### src/sv/xbin_pkg.sv
// ----------------------------------------------------------------------------
// xbin_pkg
// types and constants shared by the cell stream decoder modules
// ----------------------------------------------------------------------------
package xbin_pkg;

	localparam int unsigned BYTE_W     = 8;
	localparam int unsigned COUNT_W    = 32;
	localparam int unsigned REM_W      = 7;
	localparam int unsigned KIND_W     = 2;
	localparam int unsigned KIND_SHIFT = 6;
	localparam int unsigned CFG_IDX_W  = 2;
	localparam logic [BYTE_W-1:0] LEN_MASK = 8'o77;

	typedef enum logic [KIND_W-1:0] {
		RUN_PAIRS = 2'd0,
		RUN_CHAR  = 2'd1,
		RUN_ATTR  = 2'd2,
		RUN_BOTH  = 2'd3
	} run_kind_t;

	typedef enum logic [CFG_IDX_W-1:0] {
		CFG_COMPRESSED = 2'd0,
		CFG_TOTAL      = 2'd1
	} cfg_idx_t;

	typedef enum logic [2:0] {
		ST_HEADER,
		ST_CODE,
		ST_ATTR,
		ST_BURST,
		ST_DONE
	} state_t;

	typedef struct packed {
		logic load_header;
		logic hold_code;
		logic hold_attr;
		logic emit;
		logic code_from_byte;
		logic attr_from_byte;
		logic last;
		logic dec_run;
	} cmd_t;

	typedef struct packed {
		run_kind_t kind;
		run_kind_t byte_kind;
		logic      rem_le1;
		logic      reached_next;
		logic      total_zero;
		logic      compressed;
		logic      slot_free;
	} sts_t;

endpackage

### src/sv/xbin_cell_stream_decoder_unit.sv
// ----------------------------------------------------------------------------
// xbin_cell_stream_decoder_unit
// run-length text-mode image decoder: bytes in, character cells out
// ----------------------------------------------------------------------------
// input channel: one stream_byte per request (in_valid / in_stall).
// output channel: one cell per request (out_valid / out_stall) carrying
//   char_code, cell_attribute, run_last (last cell of its byte) and
//   image_complete (cell that reaches total_cells).
// config channel: cfg_valid / cfg_ready (always ready), cfg_index 0 selects
//   compressed_mode, 1 total_cells; a write to either restarts decoding.
// a cell is registered on the output in the cycle after the byte that makes it;
//   the cells of a repeated run are made by the burst state after its attribute byte.
// throughput: one byte per cycle while the output keeps up; a header byte or
//   a held code or attribute byte makes no cell. a repeated run of 1..64 cells
//   stalls the input after its attribute byte while the burst sequencer fills
//   the single output register one cell per cycle while the output keeps up.
// a stalled output holds its cell; bytes that need the output slot wait,
//   bytes that only load state are still taken.
// reset: compressed mode, total of one cell, header phase, count zero.
// once the image is complete (or the total is zero) bytes are taken and
//   dropped until a configuration write restarts decoding with a non-zero total.
// ----------------------------------------------------------------------------
module xbin_cell_stream_decoder_unit (
	input  logic                            clk,
	input  logic                            arst_n,
	input  logic                            cfg_valid,
	output logic                            cfg_ready,
	input  logic [xbin_pkg::CFG_IDX_W-1:0]  cfg_index,
	input  logic [xbin_pkg::COUNT_W-1:0]    cfg_data,
	input  logic                            in_valid,
	output logic                            in_stall,
	input  logic [xbin_pkg::BYTE_W-1:0]     stream_byte,
	output logic                            out_valid,
	input  logic                            out_stall,
	output logic [xbin_pkg::BYTE_W-1:0]     char_code,
	output logic [xbin_pkg::BYTE_W-1:0]     cell_attribute,
	output logic                            run_last,
	output logic                            image_complete
);
	import xbin_pkg::*;

	cmd_t cmd;
	sts_t sts;
	logic restart;

	assign cfg_ready = 1'b1;

	xbin_ctrl u_ctrl (
		.clk      (clk),
		.arst_n   (arst_n),
		.restart  (restart),
		.in_valid (in_valid),
		.in_stall (in_stall),
		.sts      (sts),
		.cmd      (cmd)
	);

	xbin_datapath u_datapath (
		.clk            (clk),
		.arst_n         (arst_n),
		.cfg_we         (cfg_valid && cfg_ready),
		.cfg_index      (cfg_index),
		.cfg_data       (cfg_data),
		.restart        (restart),
		.stream_byte    (stream_byte),
		.cmd            (cmd),
		.sts            (sts),
		.out_valid      (out_valid),
		.out_stall      (out_stall),
		.char_code      (char_code),
		.cell_attribute (cell_attribute),
		.run_last       (run_last),
		.image_complete (image_complete)
	);

endmodule

### src/sv/xbin_ctrl.sv
// ----------------------------------------------------------------------------
// xbin_ctrl
// byte phase state machine: decides what each byte does and drives the burst
// ----------------------------------------------------------------------------
module xbin_ctrl (
	input  logic          clk,
	input  logic          arst_n,
	input  logic          restart,
	input  logic          in_valid,
	output logic          in_stall,
	input  xbin_pkg::sts_t sts,
	output xbin_pkg::cmd_t cmd
);
	import xbin_pkg::*;

	state_t state_q;
	state_t state_d;

	always_ff @(posedge clk or negedge arst_n) begin
		if (!arst_n) begin
			state_q <= ST_HEADER;
		end else if (restart) begin
			state_q <= ST_HEADER;
		end else begin
			state_q <= state_d;
		end
	end

	always_comb begin
		state_d  = state_q;
		cmd      = '0;
		in_stall = 1'b0;
		if (!sts.total_zero) begin
			case (state_q)
				ST_HEADER: begin
					if (in_valid && !in_stall) begin
						if (sts.compressed) begin
							cmd.load_header = 1'b1;
							state_d = (sts.byte_kind == RUN_ATTR) ? ST_ATTR : ST_CODE;
						end else begin
							// plain pairs: header phase takes a code byte
							cmd.hold_code = 1'b1;
							state_d = ST_ATTR;
						end
					end
				end
				ST_CODE: begin
					if (sts.compressed && sts.kind == RUN_ATTR) begin
						in_stall = !sts.slot_free;
						if (in_valid && !in_stall) begin
							cmd.emit = 1'b1;
							cmd.code_from_byte = 1'b1;
							cmd.last = 1'b1;
							cmd.dec_run = 1'b1;
							if (sts.rem_le1) begin
								state_d = sts.reached_next ? ST_DONE : ST_HEADER;
							end
						end
					end else if (in_valid && !in_stall) begin
						cmd.hold_code = 1'b1;
						state_d = ST_ATTR;
					end
				end
				ST_ATTR: begin
					if (!sts.compressed) begin
						in_stall = !sts.slot_free;
						if (in_valid && !in_stall) begin
							cmd.emit = 1'b1;
							cmd.attr_from_byte = 1'b1;
							cmd.last = 1'b1;
							state_d = sts.reached_next ? ST_DONE : ST_CODE;
						end
					end else if (sts.kind == RUN_ATTR) begin
						if (in_valid && !in_stall) begin
							cmd.hold_attr = 1'b1;
							state_d = ST_CODE;
						end
					end else if (sts.kind == RUN_BOTH) begin
						if (in_valid && !in_stall) begin
							cmd.hold_attr = 1'b1;
							state_d = ST_BURST;
						end
					end else begin
						in_stall = !sts.slot_free;
						if (in_valid && !in_stall) begin
							cmd.emit = 1'b1;
							cmd.attr_from_byte = 1'b1;
							cmd.hold_attr = 1'b1;
							cmd.last = 1'b1;
							cmd.dec_run = 1'b1;
							if (sts.rem_le1) begin
								state_d = sts.reached_next ? ST_DONE : ST_HEADER;
							end else begin
								state_d = (sts.kind == RUN_PAIRS) ? ST_CODE : ST_ATTR;
							end
						end
					end
				end
				ST_BURST: begin
					// repeated cell, one per free output slot
					in_stall = 1'b1;
					if (sts.slot_free) begin
						cmd.emit = 1'b1;
						cmd.last = sts.rem_le1;
						cmd.dec_run = 1'b1;
						if (sts.rem_le1) begin
							state_d = sts.reached_next ? ST_DONE : ST_HEADER;
						end
					end
				end
				ST_DONE: begin
					// image complete: bytes are dropped
				end
				default: begin
					state_d = ST_HEADER;
				end
			endcase
		end
	end

endmodule

### src/sv/xbin_datapath.sv
// ----------------------------------------------------------------------------
// xbin_datapath
// configuration, run registers, held code and attribute, cell count and
// the output register
// ----------------------------------------------------------------------------
module xbin_datapath (
	input  logic                            clk,
	input  logic                            arst_n,
	input  logic                            cfg_we,
	input  logic [xbin_pkg::CFG_IDX_W-1:0]  cfg_index,
	input  logic [xbin_pkg::COUNT_W-1:0]    cfg_data,
	output logic                            restart,
	input  logic [xbin_pkg::BYTE_W-1:0]     stream_byte,
	input  xbin_pkg::cmd_t                  cmd,
	output xbin_pkg::sts_t                  sts,
	output logic                            out_valid,
	input  logic                            out_stall,
	output logic [xbin_pkg::BYTE_W-1:0]     char_code,
	output logic [xbin_pkg::BYTE_W-1:0]     cell_attribute,
	output logic                            run_last,
	output logic                            image_complete
);
	import xbin_pkg::*;

	logic                compressed_q;
	logic [COUNT_W-1:0]  total_q;
	run_kind_t           run_kind_q;
	logic [REM_W-1:0]    run_rem_q;
	logic [BYTE_W-1:0]   held_code_q;
	logic [BYTE_W-1:0]   held_attr_q;
	logic [COUNT_W-1:0]  cells_done_q;
	logic                reached_q;
	logic                out_valid_q;
	logic [BYTE_W-1:0]   char_code_q;
	logic [BYTE_W-1:0]   cell_attr_q;
	logic                run_last_q;
	logic                complete_q;
	logic                completes;
	logic [COUNT_W:0]    count_inc;
	logic [BYTE_W-1:0]   len_field;

	assign restart = cfg_we &&
		(cfg_index == CFG_COMPRESSED || cfg_index == CFG_TOTAL);

	assign count_inc = {1'b0, cells_done_q} + {{COUNT_W{1'b0}}, 1'b1};
	// the cell that lifts the count onto the total
	assign completes = (count_inc == {1'b0, total_q});
	assign len_field = stream_byte & LEN_MASK;

	assign sts.kind         = run_kind_q;
	assign sts.byte_kind    = run_kind_t'(stream_byte[KIND_SHIFT +: KIND_W]);
	assign sts.rem_le1      = (run_rem_q <= REM_W'(1));
	// only looked at alongside an emitted cell
	assign sts.reached_next = reached_q || completes;
	assign sts.total_zero   = (total_q == '0);
	assign sts.compressed   = compressed_q;
	assign sts.slot_free    = !out_valid_q || !out_stall;

	always_ff @(posedge clk or negedge arst_n) begin
		if (!arst_n) begin
			compressed_q <= 1'b1;
			total_q      <= COUNT_W'(1);
		end else if (cfg_we) begin
			if (cfg_index == CFG_COMPRESSED) begin
				compressed_q <= cfg_data[0];
			end else if (cfg_index == CFG_TOTAL) begin
				total_q <= cfg_data;
			end
		end
	end

	always_ff @(posedge clk or negedge arst_n) begin
		if (!arst_n) begin
			run_kind_q   <= RUN_PAIRS;
			run_rem_q    <= '0;
			held_code_q  <= '0;
			held_attr_q  <= '0;
			cells_done_q <= '0;
			reached_q    <= 1'b0;
			out_valid_q  <= 1'b0;
		end else if (restart) begin
			run_kind_q   <= RUN_PAIRS;
			run_rem_q    <= '0;
			held_code_q  <= '0;
			held_attr_q  <= '0;
			cells_done_q <= '0;
			reached_q    <= 1'b0;
			out_valid_q  <= 1'b0;
		end else begin
			if (cmd.load_header) begin
				run_kind_q <= sts.byte_kind;
				run_rem_q  <= len_field[REM_W-1:0] + REM_W'(1);
			end else if (cmd.dec_run && run_rem_q != '0) begin
				run_rem_q <= run_rem_q - REM_W'(1);
			end
			if (cmd.hold_code) begin
				held_code_q <= stream_byte;
			end
			if (cmd.hold_attr) begin
				held_attr_q <= stream_byte;
			end
			if (cmd.emit) begin
				if (cells_done_q != '1) begin
					cells_done_q <= count_inc[COUNT_W-1:0];
				end
				if (completes) begin
					reached_q <= 1'b1;
				end
				out_valid_q <= 1'b1;
			end else if (!out_stall) begin
				out_valid_q <= 1'b0;
			end
		end
	end

	// output payload
	always_ff @(posedge clk) begin
		if (cmd.emit) begin
			char_code_q <= cmd.code_from_byte ? stream_byte : held_code_q;
			cell_attr_q <= cmd.attr_from_byte ? stream_byte : held_attr_q;
			run_last_q  <= cmd.last;
			complete_q  <= completes;
		end
	end

	assign out_valid      = out_valid_q;
	assign char_code      = char_code_q;
	assign cell_attribute = cell_attr_q;
	assign run_last       = run_last_q;
	assign image_complete = complete_q;

endmodule

### config.mk
export PLATFORM = sky130hd
export DESIGN_NAME = xbin_cell_stream_decoder_unit
export DESIGN_NICKNAME = d
export VERILOG_FILES = /design/src/sv/xbin_pkg.sv /design/src/sv/xbin_cell_stream_decoder_unit.sv /design/src/sv/xbin_ctrl.sv /design/src/sv/xbin_datapath.sv
export SDC_FILE = /design/constraint.sdc
export NUM_CORES = 1
export LEC_CHECK = 0
export BUFFER_PORTS_ARGS = -buffer_cell sky130_fd_sc_hd__buf_2
export CORE_MARGIN = 2
export CORE_UTILIZATION = 45
export CTS_BUF_LIST = sky130_fd_sc_hd__clkbuf_2
export DETAILED_ROUTE_END_ITERATION = 8
export PLACE_DENSITY = 0.66
export SLEW_MARGIN = 20
export SYNTH_ARGS = -nofsm -noshare
export SYNTH_HDL_FRONTEND = slang
export SYNTH_SLANG_ARGS = --single-unit
### constraint.sdc
create_clock -name clk -period 4.9 [get_ports clk]
set_input_delay 0.98 -clock clk [delete_from_list [all_inputs] [get_ports clk]]
set_output_delay 0.98 -clock clk [all_outputs]
set_load 0.005 [all_outputs]
==> metrics <==
max cap viols=0; FF-to-FF Start=u_datapath.cells_done_q[4]$_DFFE_PN0P_; Pwr Total=2.78 mW; WP data arrival=2640 ps; crit-path max FO=3; number of H-tree levels=4; RSZ-0062 raised after global routing=false; Critical Path Start Type=register; post-DP HPWL=12.7 mm; Syn-to-layout area delta=10.3%; final setup margin=1280 ps; post-synth top area share=0.345; first-pass GRT wire length=28.6 mm; minimum clock period=3620 ps; Max clock buf depth=2; die width=126 µm; # Post-CTS Setup Buffers=0; Total Routed Length=17.6 mm; commonest non-fill, non-tap cell in the layout=dfrtp_1; setup slack at placement=1550 ps; Mapped Area=6740 µm²; most frequent cells in the layout=dfrtp_1, buf_2, nor2_1, nand2_1, mux2_2; max incr delay on CP=550 ps; Lkg Pwr=3.06 nW; Cells after Synth=689; synthesized net count=740; r2r endpoint=u_ctrl.state_q[0]$_DFFE_PN0P_; DR iter-0 viols=418; fin. max-slew vios=0; R2R depth=7; GRT Total Usage=0.229; fin nets=792; grt ovf=0; Async S/R FF share, synth=0.841; synth warn=0; sequential-to-total area share from yosys stat=0.433; placer congestion estimate=0.957; Yosys top cell by area=dfrtp_1; largest net degree at the start of global routing=66; clock latency on the worst-skew pair=740 ps; Post-synth EDFFs=18; fmax=0.276 GHz; Synth Flop Type=dfrtp_1; worst hold path class=in2async; critical path capture point type=primary output; r2r setup slk=1570 ps; status=complete, no violations; Final ANT Viol Nets=0; worst setup path class=reg2out; final setup fails=0; Syn Area/Cell=9.78 µm²; cell family with the largest share of critical-path delay=simple AND/OR/NAND/NOR gates; Tcrit/Tclk final=0.738; 1st-pass router iterations=6; Final Hold Violating Endpoints=0; Num CTS Buffers=17; Setup TNS Final=0 ps; core area=14600 µm²; die footprint=16000 µm²; Ports=68; CTS resizes=0; Crit-path slowest cell=nor4_1; CTS Sinks=113; CTS Root Cell=clkbuf_2; antenna violations before repair=1; DRC=0; ratio of cells with drive above 1 in the final layout=0.219; Die Height=126 µm; Initial Util=0.462; wire per inst=18.8 µm; Worst-path clk slew=190 ps; Rel. slew slack=0.353; #FFs+latches synth=113; slew of the pin with the lowest slew margin=964 ps; synth unique cells=71; cts hold-fix bufs=0; vias in the first global route=5501; detailed-route via count=5605; peak supply drop=0.163 mV; Clock Skews=32.2 ps; filler cell count=1361; CP cell instances=nor4_1 -> nand4_1 -> nor2_1 -> nor3_1 -> buf_2; Rows=44; DR vias/cell=5.97; IO buf count=66; worst path required time=3920 ps; top cells by area, synth=dfrtp_1, edfxtp_1, mux2_2; CP Buf/Inv Count=1; pwr/cell area=374 nW/µm²; CTS tree=yes
[worst max-delay path by stage]
stage / start / to / depth (start not counted)
2_1_floorplan: u_datapath.cells_done_q[0]$_DFFE_PN0P_ / u_ctrl.state_q[0]$_DFFE_PN0P_ / 8
3_3_place_gp: u_datapath.cells_done_q[4]$_DFFE_PN0P_ / u_ctrl.state_q[0]$_DFFE_PN0P_ / 7
3_5_place_dp: in_valid / u_datapath.cells_done_q[18]$_DFFE_PN0P_ / 7
4_1_cts: u_datapath.total_q[29]$_DFFE_PN0P_ / in_stall / 5
5_1_grt: u_datapath.total_q[29]$_DFFE_PN0P_ / in_stall / 5
6_report: u_datapath.total_q[8]$_DFFE_PN0P_ / in_stall / 5
[Yosys cell counts (all sizes together), types with 3 or more instances]
cell type,n
inv,14
nand3,20
clkbuf,23
nor4b,5
mux2,47
nor4,19
o211ai,4
nand3b,5
nor3b,8
xor2,24
and3,9
edfxtp,18
a22oi,5
mux2i,15
and4,8
a21oi,36
or4,5
nand4,22
nor3,24
nand2b,4
and2,9
xnor2,44
a31oi,5
ha,4
dfrtp,93
nor2,63
o21ai,25
or3,14
buf,16
or2,3
nand2,50
a31o,3
nor2b,4
a211oi,3
[registers in the layout, summed over array words and instances (netlist names), 2 cells and up]
signal and flops:
u_datapath.cells_done_q 32, u_datapath.total_q 32, u_datapath.cell_attribute 8, u_datapath.char_code 8
u_datapath.held_attr_q 8, u_datapath.held_code_q 8, u_datapath.run_rem_q 7, u_ctrl.state_q 3
u_datapath.run_kind_q 2
[layout make-up]
type                       instances  area (µm²)  share of cell area
multi-input combinational        523        3590               0.483
sequential                       113        2920               0.393
timing repair buffer              72         385              0.0518
tap                              184         230              0.0310
clock inverter                    14         165              0.0222
clock buffer                      18        90.1              0.0121
inverter                          14        52.6             0.00707
antenna                            1        2.50            0.000337
[routing by layer]
metal | share of wire | GRT usage | wire (µm) | vias up
met5 | 0 | 0 | 0 | -
met4 | 0.017 | 0.0724 | 301 | 0
met3 | 0.044 | 0.0510 | 769 | 34
met2 | 0.49 | 0.384 | 8710 | 167
met1 | 0.45 | 0.296 | 7860 | 2779
li1 | - | - | - | 2625
[per-stage QoR]
stage / util / instance area [µm²] / hold slack, ps / cells
after floorplan: - / 6740 / 480 / 689
after global placement: 0.491 / 7160 / 494 / 905
after detailed placement: 0.491 / 7160 / 508 / 905
after CTS: 0.508 / 7420 / 312 / 937
after global routing: 0.510 / 7430 / 338 / 939
final: 0.510 / 7430 / 318 / 939
[power breakdown]
part           leakage, nW  internal (mW)  switching (mW)
logic                 1.51          0.355           0.442
clock network        0.145          0.285           0.391
registers             1.40           1.15           0.158
total                 3.06           1.79           0.991
[logic make-up after synthesis]
kind of cell,synth area share
and+or+nand+nor,0.231
other,0.000556
AOI/OAI and AO/OA,0.0962
adders and majority gates,0.00743
DFF,0.433
xor gates and xnor gates,0.0919
buffers and inverters,0.0353
muxes,0.104
(Power assumes the default switching activity.)
